### config.mk
export PLATFORM = sky130hd
export DESIGN_NAME = websocket_text_frame_deframer
export DESIGN_NICKNAME = d
export VERILOG_FILES = /design/src/hdl/wsd_pkg.sv /design/src/hdl/wsd_parser.sv /design/src/hdl/websocket_text_frame_deframer.sv
export SDC_FILE = /design/constraint.sdc
export NUM_CORES = 1
export LEC_CHECK = 0
export BUFFER_PORTS_ARGS = -buffer_cell sky130_fd_sc_hd__buf_2
export CAP_MARGIN = 20
export CORE_ASPECT_RATIO = 1.4
export CORE_MARGIN = 4
export CORE_UTILIZATION = 45
export CTS_CLUSTER_DIAMETER = 150
export DETAILED_ROUTE_END_ITERATION = 8
export HOLD_SLACK_MARGIN = 0.02
export PLACE_DENSITY = 0.63
export SYNTH_ARGS = -nofsm -noshare
export SYNTH_HDL_FRONTEND = slang
export SYNTH_SLANG_ARGS = --single-unit
### constraint.sdc
create_clock -name aclk -period 6.9 [get_ports aclk]
set_input_delay 0.345 -clock aclk [delete_from_list [all_inputs] [get_ports aclk]]
set_output_delay 0.345 -clock aclk [all_outputs]
set_load 0.02 [all_outputs]
### src/hdl/wsd_pkg.sv
`timescale 1ns / 1ps

package wsd_pkg;

    localparam int BYTE_W = 8;
    localparam int LEN_W  = 64;
    localparam int POS_W  = 4;
    localparam int TERM_W = 3;

    localparam logic OPCODE_DATA    = 1'b0;
    localparam logic OPCODE_RESTART = 1'b1;

    localparam logic [BYTE_W-1:0] CR_BYTE = 8'h0D;
    localparam logic [BYTE_W-1:0] LF_BYTE = 8'h0A;

    localparam logic [3:0] FRAME_OP_TEXT = 4'h1;
    localparam logic [6:0] LEN7_EXT16    = 7'd126;
    localparam logic [6:0] LEN7_EXT64    = 7'd127;

    localparam logic [TERM_W-1:0] TERM_LAST = 3'd3;

    localparam logic [POS_W-1:0] HDR_POS_FIRST = 4'd0;
    localparam logic [POS_W-1:0] HDR_POS_LEN   = 4'd1;
    localparam logic [POS_W-1:0] HDR_POS_EXT   = 4'd2;
    localparam logic [POS_W-1:0] HDR_END_16    = 4'd4;
    localparam logic [POS_W-1:0] HDR_END_64    = 4'd10;

    typedef enum logic [1:0] {
        LEN_MODE_7  = 2'd0,
        LEN_MODE_16 = 2'd1,
        LEN_MODE_64 = 2'd2
    } len_mode_t;

    typedef struct packed {
        logic [BYTE_W-1:0] payload_byte;
        logic              payload_valid;
        logic              payload_last;
        logic              empty_frame;
        logic              handshake_seen;
        logic              stream_blocked;
    } wsd_result_t;

endpackage

### src/hdl/wsd_parser.sv
`timescale 1ns / 1ps

module wsd_parser (
    input  logic                       aclk,
    input  logic                       aresetn,
    input  logic                       step_en,
    input  logic                       opcode,
    input  logic [wsd_pkg::BYTE_W-1:0] rx_byte,
    output wsd_pkg::wsd_result_t       result
);
    import wsd_pkg::*;

    logic [TERM_W-1:0] term_reg, term_next;
    logic              hs_reg, hs_next;
    logic [POS_W-1:0]  pos_reg, pos_next;
    len_mode_t         mode_reg, mode_next;
    logic [LEN_W-1:0]  acc_reg, acc_next;
    logic [LEN_W-1:0]  remain_reg, remain_next;
    logic              blocked_reg, blocked_next;

    logic [BYTE_W-1:0] want;
    logic [6:0]        len7;
    logic [LEN_W-1:0]  acc_shift;
    logic [POS_W-1:0]  pos_inc;
    logic [POS_W-1:0]  hdr_end;

    assign want      = term_reg[0] ? LF_BYTE : CR_BYTE;
    assign len7      = rx_byte[6:0];
    assign acc_shift = {acc_reg[LEN_W-BYTE_W-1:0], rx_byte};
    assign pos_inc   = pos_reg + 1'b1;
    assign hdr_end   = (mode_reg == LEN_MODE_16) ? HDR_END_16 : HDR_END_64;

    always_comb begin
        term_next    = term_reg;
        hs_next      = hs_reg;
        pos_next     = pos_reg;
        mode_next    = mode_reg;
        acc_next     = acc_reg;
        remain_next  = remain_reg;
        blocked_next = blocked_reg;
        result       = '0;
        if (opcode == OPCODE_RESTART) begin
            term_next    = '0;
            hs_next      = 1'b0;
            pos_next     = HDR_POS_FIRST;
            mode_next    = LEN_MODE_7;
            acc_next     = '0;
            remain_next  = '0;
            blocked_next = 1'b0;
        end else if (blocked_reg) begin
            // stalled until connection restart
        end else if (!hs_reg) begin
            if (rx_byte == want) begin
                if (term_reg == TERM_LAST) begin
                    term_next = '0;
                    hs_next   = 1'b1;
                end else begin
                    term_next = term_reg + 1'b1;
                end
            end else if (rx_byte == CR_BYTE) begin
                term_next = TERM_W'(1);
            end else begin
                term_next = '0;
            end
        end else if (remain_reg != '0) begin
            result.payload_byte  = rx_byte;
            result.payload_valid = 1'b1;
            result.payload_last  = (remain_reg == LEN_W'(1));
            remain_next          = remain_reg - 1'b1;
        end else if (pos_reg == HDR_POS_FIRST) begin
            if (rx_byte[3:0] != FRAME_OP_TEXT) begin
                blocked_next = 1'b1;
            end else begin
                pos_next = HDR_POS_LEN;
            end
        end else if (pos_reg == HDR_POS_LEN) begin
            if (len7 == LEN7_EXT16) begin
                mode_next = LEN_MODE_16;
                acc_next  = '0;
                pos_next  = HDR_POS_EXT;
            end else if (len7 == LEN7_EXT64) begin
                mode_next = LEN_MODE_64;
                acc_next  = '0;
                pos_next  = HDR_POS_EXT;
            end else begin
                pos_next           = HDR_POS_FIRST;
                mode_next          = LEN_MODE_7;
                acc_next           = '0;
                remain_next        = LEN_W'(len7);
                result.empty_frame = (len7 == 7'd0);
            end
        end else begin
            acc_next = acc_shift;
            pos_next = pos_inc;
            if (pos_inc >= hdr_end) begin
                pos_next           = HDR_POS_FIRST;
                mode_next          = LEN_MODE_7;
                acc_next           = '0;
                remain_next        = acc_shift;
                result.empty_frame = (acc_shift == '0);
            end
        end
        result.handshake_seen = hs_next;
        result.stream_blocked = blocked_next;
    end

    always_ff @(posedge aclk) begin
        if (!aresetn) begin
            term_reg    <= '0;
            hs_reg      <= 1'b0;
            pos_reg     <= HDR_POS_FIRST;
            mode_reg    <= LEN_MODE_7;
            acc_reg     <= '0;
            remain_reg  <= '0;
            blocked_reg <= 1'b0;
        end else if (step_en) begin
            term_reg    <= term_next;
            hs_reg      <= hs_next;
            pos_reg     <= pos_next;
            mode_reg    <= mode_next;
            acc_reg     <= acc_next;
            remain_reg  <= remain_next;
            blocked_reg <= blocked_next;
        end
    end

endmodule

### src/hdl/websocket_text_frame_deframer.sv
`timescale 1ns / 1ps

// receive-side deframer for a websocket client, one byte per word
// input channel (s_): s_opcode 0 carries a received byte in s_rx_byte,
//   s_opcode 1 restarts the connection and clears all parser state
// result channel (m_): exactly one result word per input word, in order:
//   payload byte with valid and last marks, empty frame flag, and the
//   handshake-seen and stream-blocked status after that word
// the http upgrade response is dropped up to its blank line, then text
// frames are parsed; a non-text frame opcode blocks until a restart
// each word is held in the input register, stepped through the parser and its
//   result word is presented from the result register
// throughput: one word per cycle while the receiver does not stall, set by the parser step
//   between the input register and the result register
// a stalled receiver holds the result register; one more word can still
//   be taken into the input register before s_ready drops
// reset (aresetn low, synchronous) empties both registers and clears state

module websocket_text_frame_deframer (
    input  logic                       aclk,
    input  logic                       aresetn,
    input  logic                       s_valid,
    output logic                       s_ready,
    input  logic                       s_opcode,
    input  logic [wsd_pkg::BYTE_W-1:0] s_rx_byte,
    output logic                       m_valid,
    input  logic                       m_ready,
    output logic [wsd_pkg::BYTE_W-1:0] m_payload_byte,
    output logic                       m_payload_valid,
    output logic                       m_payload_last,
    output logic                       m_empty_frame,
    output logic                       m_handshake_seen,
    output logic                       m_stream_blocked
);
    import wsd_pkg::*;

    logic              in_valid_reg;
    logic              in_opcode_reg;
    logic [BYTE_W-1:0] in_byte_reg;
    logic              out_valid_reg;
    wsd_result_t       out_reg;
    wsd_result_t       step_result;
    logic              advance;
    logic              step_en;

    assign advance = !out_valid_reg || m_ready;
    assign step_en = in_valid_reg && advance;
    assign s_ready = !in_valid_reg || advance;

    wsd_parser u_parser (
        .aclk    (aclk),
        .aresetn (aresetn),
        .step_en (step_en),
        .opcode  (in_opcode_reg),
        .rx_byte (in_byte_reg),
        .result  (step_result)
    );

    always_ff @(posedge aclk) begin
        if (!aresetn) begin
            in_valid_reg <= 1'b0;
        end else if (s_ready) begin
            in_valid_reg <= s_valid;
        end
    end

    always_ff @(posedge aclk) begin
        if (s_ready && s_valid) begin
            in_opcode_reg <= s_opcode;
            in_byte_reg   <= s_rx_byte;
        end
    end

    always_ff @(posedge aclk) begin
        if (!aresetn) begin
            out_valid_reg <= 1'b0;
        end else if (advance) begin
            out_valid_reg <= in_valid_reg;
        end
    end

    always_ff @(posedge aclk) begin
        if (step_en) begin
            out_reg <= step_result;
        end
    end

    assign m_valid          = out_valid_reg;
    assign m_payload_byte   = out_reg.payload_byte;
    assign m_payload_valid  = out_reg.payload_valid;
    assign m_payload_last   = out_reg.payload_last;
    assign m_empty_frame    = out_reg.empty_frame;
    assign m_handshake_seen = out_reg.handshake_seen;
    assign m_stream_blocked = out_reg.stream_blocked;

endmodule

Word level (Yosys, flattened, before mapping)
Index checks and enable logic that the tools add are counted.
W data, S select, Z words.
{"block": "totals", "input_bits": 13, "out_inout_bits": 15, "regBits": 155, "word_cells": 120}
{"block": "classes", "eq_ne": 17, "bitwise": 2, "muxes": 59, "n_lt_le_gt_ge": 1, "add_sub_neg": 3, "n_reduce_logical": 21}
{"op": "$mux W64", "count": 9}
{"op": "$mux W56", "count": 7}
{"op": "$eq A64 B1 Y1 const B", "count": 1}
{"op": "$logic_not A64 Y1", "count": 1}
{"op": "$reduce_bool A64 Y1", "count": 1}
{"op": "$sub A64 B1 Y64 const B", "count": 1}
{"op": "$mux W4", "count": 10}
{"op": "$mux W2", "count": 11}
{"op": "$mux W3", "count": 6}
{"op": "$mux W1", "count": 16}
{"op": "$eq A7 B7 Y1 const B", "count": 2}
{"op": "$reduce_and A5 Y1", "count": 2}
{"op": "$eq A8 B4 Y1", "count": 1}
{"op": "$eq A8 B4 Y1 const B", "count": 1}
{"op": "$ne A2 B2 Y1 const B", "count": 4}
{"op": "$ne A4 B3 Y1 const B", "count": 2}
{"op": "$logic_not A7 Y1", "count": 1}
{"op": "$reduce_and A7 Y1", "count": 1}
{"op": "$reduce_and A6 Y1", "count": 1}
{"op": "$reduce_or A5 Y1", "count": 1}
{"op": "$add A4 B1 Y4 const B", "count": 1}
{"op": "$eq A4 B1 Y1 const B", "count": 1}
{"op": "$ge A4 B4 Y1", "count": 1}
{"op": "$logic_not A4 Y1", "count": 1}
{"op": "other kinds (16)", "count": 20}

Depth between registers and ports, before layout
Gate-level depths: netlist of run 1.
{"block": "logic_depth", "word_depth": 10, "depth_mapped": 12, "depth_no_buf": 10}

Modules after synthesis
From an unflattened synthesis of run 1, not the netlist that was laid out.
{"block": "hier_totals", "hier_cells": 1057, "hier_area_um2": 8489.4}
{"mod": "wsd_parser", "area_each_um2": 7724.9, "n_inst": 1, "seq_area_each_um2": 2622.5, "cells_each": 1026}
{"mod": "websocket_text_frame_deframer", "area_each_um2": 764.5, "n_inst": 1, "seq_area_each_um2": 700.7, "cells_each": 31}

Worst setup path before layout of run 1
OpenSTA, ideal clock, no wires.
{"block": "synth_timing", "path_type": "register to register", "start": "register u_parser.pos_reg[2]", "end": "register u_parser.remain_reg[3]", "path_buffers": 3, "arrival_ns": 2.542, "path_stages_with_launch": 13, "slack_ns": 4.238, "required_ns": 6.780, "period_less_slack_ns": 2.662, "cell_sequence": "dfxtp_1 > clkbuf_1 > nand3_1 > xnor2_1 > ha_1 > o21ai_0 > a31oi_1 > o21ai_1 > a41o_2 > and2_4 > buf_6 > buf_8 > a211o_1"}
{"block": "synth_between", "elab_chain_cells": 7, "elab_cells_between_ends": 15, "cone_classes": "add/sub (1); order compare (1); eq/ne (4); mux (6); reduce/logical (3)"}
{"item": "start, declared", "line": "wsd_parser.sv:15", "rtl": "logic [POS_W-1:0] pos_reg, pos_next;"}
{"item": "start signal, assigned", "line": "wsd_parser.sv:119", "rtl": "pos_reg <= pos_next;"}
{"item": "parallel branches: the longest is 7 deep, another holds $add A4 B1 Y4"}
{"item": "end signal, assigned", "line": "wsd_parser.sv:122", "rtl": "remain_reg <= remain_next;"}
{"item": "end, declared", "line": "wsd_parser.sv:18", "rtl": "logic [LEN_W-1:0] remain_reg, remain_next;"}
Parallel ways; which one is timed is not known. The select of a mux whose other input is x is not followed.
A chain may end at the register's enable or synchronous reset.

Worst setup path after layout of run 1
{"block": "layout_timing", "start": "register u_parser.remain_reg[38]", "end": "register u_parser.remain_reg[34]"}
{"block": "layout_between", "elab_chain_cells": 5, "elab_cells_between_ends": 10, "cone_classes": "eq/ne (3); mux (4); reduce/logical (3)"}
{"item": "$reduce_bool A64 Y1 (*)", "line": "wsd_parser.sv:65", "rtl": "end else if (remain_reg != '0) begin"}
{"item": "$mux W64", "line": "wsd_parser.sv:65"}
{"item": "$mux W64", "line": "wsd_parser.sv:52", "rtl": "end else if (!hs_reg) begin"}
{"item": "$mux W64", "line": "wsd_parser.sv:50", "rtl": "end else if (blocked_reg) begin"}
{"item": "$mux W64", "line": "wsd_parser.sv:42", "rtl": "if (opcode == OPCODE_RESTART) begin"}
Every way passes the cells marked *; elsewhere a longest branch is shown, timed or not. The select of a mux whose other input is x is not followed.

==> results of run 1 <==
[worst max-delay path: stages, from the launching register on]
cell and delay [ns]:
sky130_fd_sc_hd__dfxtp_1 0.38, sky130_fd_sc_hd__nor4_2 0.44, sky130_fd_sc_hd__nand4b_1 0.58, sky130_fd_sc_hd__and4b_2 0.45, sky130_fd_sc_hd__buf_4 0.49, sky130_fd_sc_hd__a31o_2 0.91
sky130_fd_sc_hd__a21oi_1 0.10, sky130_fd_sc_hd__a221o_1 0.29
[cells by family after synthesis]
logic type      Yosys count  share of synthesized area
fa+ha+maj                10                     0.0150
flops                   155                      0.398
mux                       4                    0.00509
xor+xnor                  8                    0.00839
compound gates          287                      0.237
buf+inv                 105                     0.0569
simple gates            447                      0.280
[Yosys cell counts, types with 10 or more instances]
master / instances
sky130_fd_sc_hd__a211oi_1: 11
sky130_fd_sc_hd__a21oi_1: 86
sky130_fd_sc_hd__a22o_1: 19
sky130_fd_sc_hd__a31oi_1: 22
sky130_fd_sc_hd__and3_1: 11
sky130_fd_sc_hd__buf_2: 23
sky130_fd_sc_hd__clkbuf_1: 51
sky130_fd_sc_hd__dfxtp_1: 133
sky130_fd_sc_hd__edfxtp_1: 22
sky130_fd_sc_hd__ha_1: 10
sky130_fd_sc_hd__inv_1: 19
sky130_fd_sc_hd__nand2_1: 110
sky130_fd_sc_hd__nand3_1: 109
sky130_fd_sc_hd__nand4_1: 37
sky130_fd_sc_hd__nor2_1: 37
sky130_fd_sc_hd__nor3_1: 42
sky130_fd_sc_hd__nor4_1: 32
sky130_fd_sc_hd__o211ai_1: 21
sky130_fd_sc_hd__o21ai_0: 26
sky130_fd_sc_hd__o2bb2ai_1: 16
sky130_fd_sc_hd__or3_1: 11
[per-stage QoR]
step	hold WS [ns]	instances	setup slack [ns]	utilization
2_1_floorplan	0.429	1016	4.24	-
3_3_place_gp	0.441	1212	3.24	0.470
3_5_place_dp	0.444	1212	3.14	0.470
4_1_cts	0.0742	1244	3.16	0.503
5_1_grt	0.0766	1244	2.88	0.503
6_report	0.0889	1244	3.06	0.503
[power breakdown]
group / switching [uW] / internal [uW] / leakage, uW / total [uW]
logic: 587 / 244 / 0.00168 / 831
registers: 19.8 / 929 / 0.00129 / 949
clock network: 410 / 551 / 0.000284 / 961
[final cells by class]
class / count / area share
multi-input combinational: 756 / 0.503
sequential: 155 / 0.364
clock buffer: 18 / 0.0481
tap: 240 / 0.0329
timing repair buffer: 42 / 0.0271
clock inverter: 14 / 0.0174
inverter: 19 / 0.00781
[layer usage]
layer  wire [um]  GRT usage
met1       11000      0.344
met2       13600      0.431
met3        1860     0.0403
met4        1130      0.122
met5           0          0
[path summary, 6_finish.rpt]
check | from | depth (start not counted) | to
hold reg to reg | u_parser.remain_reg[48] | 2 | u_parser.remain_reg[48]
setup reg to reg | u_parser.remain_reg[38] | 7 | u_parser.remain_reg[34]
hold / removal | s_rx_byte[7] | 1 | in_byte_reg[7]
setup / recovery | u_parser.remain_reg[38] | 7 | u_parser.remain_reg[34]
==> impl_results.rst, run 1 <==
.. list-table::
   :header-rows: 1

   * - Metric
     - Value
   * - Post-synthesis instance total
     - 1016
   * - Number of antenna violations at the first check in global routing
     - 0
   * - Die X
     - 123 um
   * - Portion of the post-synthesis area used by sequential elements
     - 0.398
   * - First-pass GRT wire length
     - 43200 um
   * - Post-CTS Hold Buffers
     - 0
   * - Kind of start point of the critical path
     - flop
   * - Most frequent cells in the layout
     - 133 x sky130_fd_sc_hd__dfxtp_1, 110 x sky130_fd_sc_hd__nand2_1, 109 x sky130_fd_sc_hd__nand3_1, 85 x sky130_fd_sc_hd__a21oi_1, 42 x sky130_fd_sc_hd__nor3_1
   * - Sequential Area
     - 3320 sq um
   * - Flip-flop cell with the highest count after synthesis
     - sky130_fd_sc_hd__dfxtp_1
   * - Combined global-route utilization of all metal layers
     - 0.265
   * - Total of endpoints with negative setup slack in the final report
     - 0
   * - CTS tree
     - done
   * - Portion of synthesized cell area occupied by the leading cell type
     - 0.319
   * - Flop and latch count out of synthesis
     - 155
   * - Count of standard-cell rows
     - 58
   * - Number of global-route vias before repair
     - 7518
   * - Initial core utilization
     - 0.460
   * - Detailed Route WL
     - 27600 um
   * - Largest net degree at the start of global routing
     - 62
   * - Core Footprint
     - 18100 sq um
   * - Upper clock frequency limit
     - 0.261 GHz
   * - Number of synthesized flops with an enable pin
     - 22
   * - IR Drop Worst-Case VDD
     - 0.164 mV
   * - Input/output buffers
     - 27
   * - Number of nets in the final layout
     - 1014
   * - Ant diodes
     - 0
   * - Final period util
     - 0.556
   * - Cell area after synthesis
     - 8350 sq um
   * - Critical path arrival
     - 4.15 ns
   * - Root Driver
     - sky130_fd_sc_hd__clkbuf_16
   * - Area of the multi-input gates
     - 4590 sq um
   * - Yosys cell types
     - 79
   * - RePlAce Congestion
     - 0.900
   * - Max cap viols
     - 0
   * - Leakage
     - 0.00325 uW
   * - Total Power Consumption
     - 2740 uW
   * - Run status
     - completed
   * - Total number of vias
     - 8361
   * - Number of H-tree branching levels
     - 4
   * - Vias per cell
     - 6.72
   * - Number of buffers inserted by post-CTS setup repair
     - 0
   * - Transition time at the pin with the least slew margin
     - 1.03 ns
   * - Fraction of final layout cells with drive strength greater than 1
     - 0.0996
   * - Fraction of synthesis flops using an asynchronous set or reset pin
     - 0
   * - Largest fanout on the critical path
     - 52
   * - Number of warnings printed during yosys synthesis
     - 0
   * - Number of clock sinks seen by CTS
     - 155
   * - R2r setup slk
     - 3.06 ns
   * - Final critical delay including setup and external delays
     - 3.84 ns
   * - Half-perimeter wire length after detailed placement
     - 18000 um
   * - Post-cts resize count
     - 0
   * - Overall die area
     - 20800 sq um
   * - Worst clock skew
     - 0.00812 ns
   * - Layout overhead on the synthesized area
     - 9.27%
   * - Synth Area per Inst
     - 8.22 sq um
   * - Total negative setup slack
     - 0 ns
   * - Power density over the cells
     - 300 nW/um^2
   * - Post-synthesis net count
     - 1039
   * - Die height
     - 169 um
   * - CP Capture Type
     - flop
   * - Setup repair after global routing missed its margin
     - false
   * - Count of pins on the block boundary
     - 28
   * - Post-route antenna net violation count
     - 0
   * - Ranking of synthesized cells by area
     - sky130_fd_sc_hd__dfxtp_1 32%, sky130_fd_sc_hd__edfxtp_1 7.9%, sky130_fd_sc_hd__nand3_1 6.5%, sky130_fd_sc_hd__a21oi_1 5.2%, sky130_fd_sc_hd__nand2_1 4.9%
   * - Critical path start-end classification
     - flop to flop
   * - WL per Instance
     - 22.2 um
   * - Flip-flop count of the largest register, all copies and words added
     - 64
   * - Placed Area
     - 8530 sq um
   * - Slew Viols, Final
     - 0
   * - Number of violations reported at the end of detailed-routing iteration 0
     - 853
   * - Worst rel slew slack
     - 0.313
   * - Clock slew at reported path FFs
     - 0.07 ns
   * - Min-delay worst type
     - input pin to flop
   * - Post-synth top area cell
     - sky130_fd_sc_hd__dfxtp_1
   * - Final Hold Viols
     - 0
   * - Required time worst endpoint
     - 7.21 ns
   * - Worst skew pair latency
     - 0.43 ns
   * - Layout fillers
     - 1783
   * - Number of buffers between clock root and the deepest sink
     - 2
   * - CTS buffer count
     - 17
   * - Number of search-and-repair iterations in the first detailed-routing pass
     - 6
   * - Final Cell Area
     - 9130 sq um
   * - Residual DRC
     - 0
   * - Most frequent standard cell in the layout excluding fill and tap cells
     - sky130_fd_sc_hd__dfxtp_1
   * - Remaining global-route overflow
     - 0
Note: power is estimated with default switching activity, not from simulation.
==> inputs of run 2 (changes only) <==
--- a/config.mk
+++ b/config.mk
@@ -13,7 +13,7 @@
 export CTS_CLUSTER_DIAMETER = 150
 export DETAILED_ROUTE_END_ITERATION = 8
 export HOLD_SLACK_MARGIN = 0.02
-export PLACE_DENSITY = 0.63
+export PLACE_DENSITY = 0.65
 export SYNTH_ARGS = -nofsm -noshare
 export SYNTH_HDL_FRONTEND = slang
 export SYNTH_SLANG_ARGS = --single-unit
==> constraint.sdc (replaced) <==
create_clock -name aclk -period 3.24 [get_ports aclk]
set_input_delay 0.162 -clock aclk [delete_from_list [all_inputs] [get_ports aclk]]
set_output_delay 0.162 -clock aclk [all_outputs]
set_load 0.02 [all_outputs]
==> run 2 against run 1 <==
Against the previous run:
- combinational power increased by 140%
- count of clock-buffer cells in the layout increased by 1
- setup slack got worse by 2.8 ns
- cell count increased by 4.3%
- non-clock buffer count increased by 53
- power increased by 110%
- first-iteration DRC count decreased by 2.6%
- sequential share of layout area decreased by 1.8 points
- die area unchanged
- clock skew increased by 0.0055 ns
- critical path depth unchanged
- utilization increased by 2.6 points
- critical path type unchanged
- highest routed layer unchanged
==> impl_results.rst, run 2 (synthesis gave the netlist of run 1 again) <==
.. list-table::
   :header-rows: 1

   * - Metric
     - Value
   * - Run status
     - completed
   * - Most frequent standard cell in the layout excluding fill and tap cells
     - sky130_fd_sc_hd__dfxtp_1
   * - Total number of cells along the worst setup path
     - 7 (unchanged)
   * - Half-perimeter wire length after detailed placement
     - 19200 um (+6.5%)
   * - Post-CTS Hold Buffers
     - 10 (+10)
   * - Critical path arrival
     - 3.28 ns (-0.87 ns)
   * - Number of global-route vias before repair
     - 8018 (+6.7%)
   * - Number of antenna violations at the first check in global routing
     - 0 (unchanged)
   * - Cell breakdown of the critical path
     - or4_4 > nor4_1 > and4b_2 > buf_12 > and3_1 > a22oi_1 > o211ai_1
   * - Detailed Route WL
     - 27900 um (+1.2%)
   * - Total number of vias
     - 8568 (+2.5%)
   * - Most frequent cells in the layout
     - 133 x sky130_fd_sc_hd__dfxtp_1, 110 x sky130_fd_sc_hd__nand2_1, 109 x sky130_fd_sc_hd__nand3_1, 85 x sky130_fd_sc_hd__a21oi_1, 50 x sky130_fd_sc_hd__buf_4
   * - Worst path setup slack after routing
     - 0.306 ns (-2.76 ns)
   * - Fraction of final layout cells with drive strength greater than 1
     - 0.134 (+0.0347)
   * - Total negative setup slack
     - 0 ns (unchanged)
   * - Critical path start-end classification
     - flop to flop
   * - Overall die area
     - 20800 sq um (unchanged)
   * - Flip-flop count of the largest register, all copies and words added
     - 64 (unchanged)
   * - CTS tree
     - done
   * - Total of endpoints with negative setup slack in the final report
     - 0 (unchanged)
   * - Power density over the cells
     - 610 nW/um^2 (+100%)
   * - Root Driver
     - sky130_fd_sc_hd__clkbuf_16
   * - Clock slew at reported path FFs
     - 0.07 ns (about the same)
   * - Initial core utilization
     - 0.460 (unchanged)
   * - Number of cells on the worst reg-to-reg path
     - 7 (unchanged)
   * - Largest fanout on the critical path
     - 40 (-23%)
   * - Number of violations reported at the end of detailed-routing iteration 0
     - 831 (-2.6%)
   * - Final critical delay including setup and external delays
     - 2.93 ns (-0.905 ns)
   * - Layout overhead on the synthesized area
     - 14.8%
   * - Die X
     - 123 um (unchanged)
   * - Combined global-route utilization of all metal layers
     - 0.272 (+0.00709)
   * - Number of clock sinks seen by CTS
     - 155 (unchanged)
   * - Total Power Consumption
     - 5860 uW (+110%)
   * - Worst clock skew
     - 0.0136 ns (+0.00552 ns)
   * - Vias per cell
     - 6.61 (-1.7%)
   * - Final cell count without fillers
     - 1297 (+4.3%)
   * - IR Drop Worst-Case VDD
     - 0.436 mV (+170%)
   * - Post-route antenna net violation count
     - 0 (unchanged)
   * - Worst slack, placed
     - 0.367 ns (-2.77 ns)
   * - Input/output buffers
     - 27 (unchanged)
   * - Post-Place Cells
     - 1255 (+3.5%)
   * - Share of the core filled with cells in the final layout
     - 0.529 (+0.0257)
   * - Min-delay worst type
     - input pin to flop
   * - First-pass GRT wire length
     - 44300 um (+2.6%)
   * - Count of pins on the block boundary
     - 28 (unchanged)
   * - Leakage
     - 0.00352 uW (+8.2%)
   * - Remaining global-route overflow
     - 0 (unchanged)
   * - Crit-path leading delay family
     - simple AND/OR/NAND/NOR gates
   * - CP Capture Type
     - flop
   * - Max cap viols
     - 0 (unchanged)
   * - Transition time at the pin with the least slew margin
     - 0.738 ns (-0.293 ns)
   * - Worst path buffer plus inverter count
     - 1 (unchanged)
   * - Die height
     - 169 um (unchanged)
   * - Worst skew pair latency
     - 0.44 ns (about the same)
   * - Required time worst endpoint
     - 3.59 ns (-3.62 ns)
   * - Layout fillers
     - 1740 (-2.4%)
   * - CTS buffer count
     - 17 (unchanged)
   * - Number of search-and-repair iterations in the first detailed-routing pass
     - 5 (-1)
   * - Hold path cells
     - 3 (+2)
   * - Number of buffers between clock root and the deepest sink
     - 2 (unchanged)
   * - Number of buffers inserted by post-CTS setup repair
     - 0 (unchanged)
   * - WL per Instance
     - 21.5 um (-2.9%)
   * - Delay of the slowest critical-path stage
     - 0.57 ns (-0.34 ns)
   * - RePlAce Congestion
     - 0.921 (+2.3%)
   * - Cell type of the slowest stage on the worst timing path
     - sky130_fd_sc_hd__or4_4
   * - Number of H-tree branching levels
     - 4 (unchanged)
   * - Final period util
     - 0.905 (+0.349)
   * - Number of nets in the final layout
     - 1067 (+5.2%)
   * - Ant diodes
     - 0 (unchanged)
   * - Slew Viols, Final
     - 0 (unchanged)
   * - Final Hold Viols
     - 0 (unchanged)
   * - Count of standard-cell rows
     - 58 (unchanged)
   * - Core Footprint
     - 18100 sq um (unchanged)
   * - Residual DRC
     - 0 (unchanged)
   * - Upper clock frequency limit
     - 0.341 GHz (+31%)
   * - Largest net degree at the start of global routing
     - 54 (-13%)
   * - Kind of start point of the critical path
     - flop
   * - Worst rel slew slack
     - 0.507 (+0.194)
   * - Setup repair after global routing missed its margin
     - false
   * - Post-cts resize count
     - 0 (unchanged)
## run 2: cell count changes in the layout (fill, tap and decap cells not counted), sizes merged
| cell | delta |
|---|---|
| clkinvlp | -2 |
| buf | +43 |
| bufinv | -2 |
| clkinv | +2 |
| dlygate4sd3 | +10 |
| inv | +1 |
| clkbuf | +1 |
## run 2: per-layer routing
| layer | global-route usage | wire length, um | share of wire |
|---|---|---|---|
| met5 | 0 | 0 | 0 |
| met4 | 0.135 | 1240 | 0.044 |
| met3 | 0.0490 | 2110 | 0.076 |
| met2 | 0.426 | 13200 | 0.47 |
| met1 | 0.358 | 11400 | 0.41 |
## run 2: where the power goes
group / internal (uW) / switching [uW] / leakage, uW
clock network: 1000 / 879 / 0.000265
logic: 695 / 1270 / 0.00197
registers: 1980 / 34.2 / 0.00129
total: 3670 / 2180 / 0.00352
## run 2: worst paths after layout
| kind | startpoint | end | slack [ns] |
|---|---|---|---|
| worst min-delay path | m_ready | m_valid | 0.05 |
| worst max register to register | u_parser.remain_reg[55] | u_parser.remain_reg[43] | 0.31 |
| worst max-delay path | u_parser.remain_reg[55] | u_parser.remain_reg[43] | 0.31 |
| worst min register to register | u_parser.remain_reg[48] | u_parser.remain_reg[48] | 0.46 |
## run 2: per-stage QoR
step	hold WS [ns]	instance area [sq um]
final	0.0545	9590
after global routing	0.0676	9590
after CTS	0.0441	9590
after detailed placement	0.341	8950
after global placement	0.339	8950
after floorplan	0.261	8350
## run 2: tightest hold or removal path, delay by kind of cell
family | cells | cell delay, ns
simple gates | 1 | 0.12
compound gates | 1 | 0.07
buf+inv | 1 | 0.09
## run 2: area by class of cell
| cell class | instances | area (sq um) | share of cell area |
|---|---|---|---|
| clock buffers | 19 | 433 | 0.0451 |
| clock inverters | 13 | 108 | 0.0112 |
| inverters | 19 | 71.3 | 0.00743 |
| well taps | 240 | 300 | 0.0313 |
| flip-flops and latches | 155 | 3320 | 0.346 |
| multi-input cells | 756 | 4590 | 0.478 |
| repair buffers | 95 | 771 | 0.0803 |
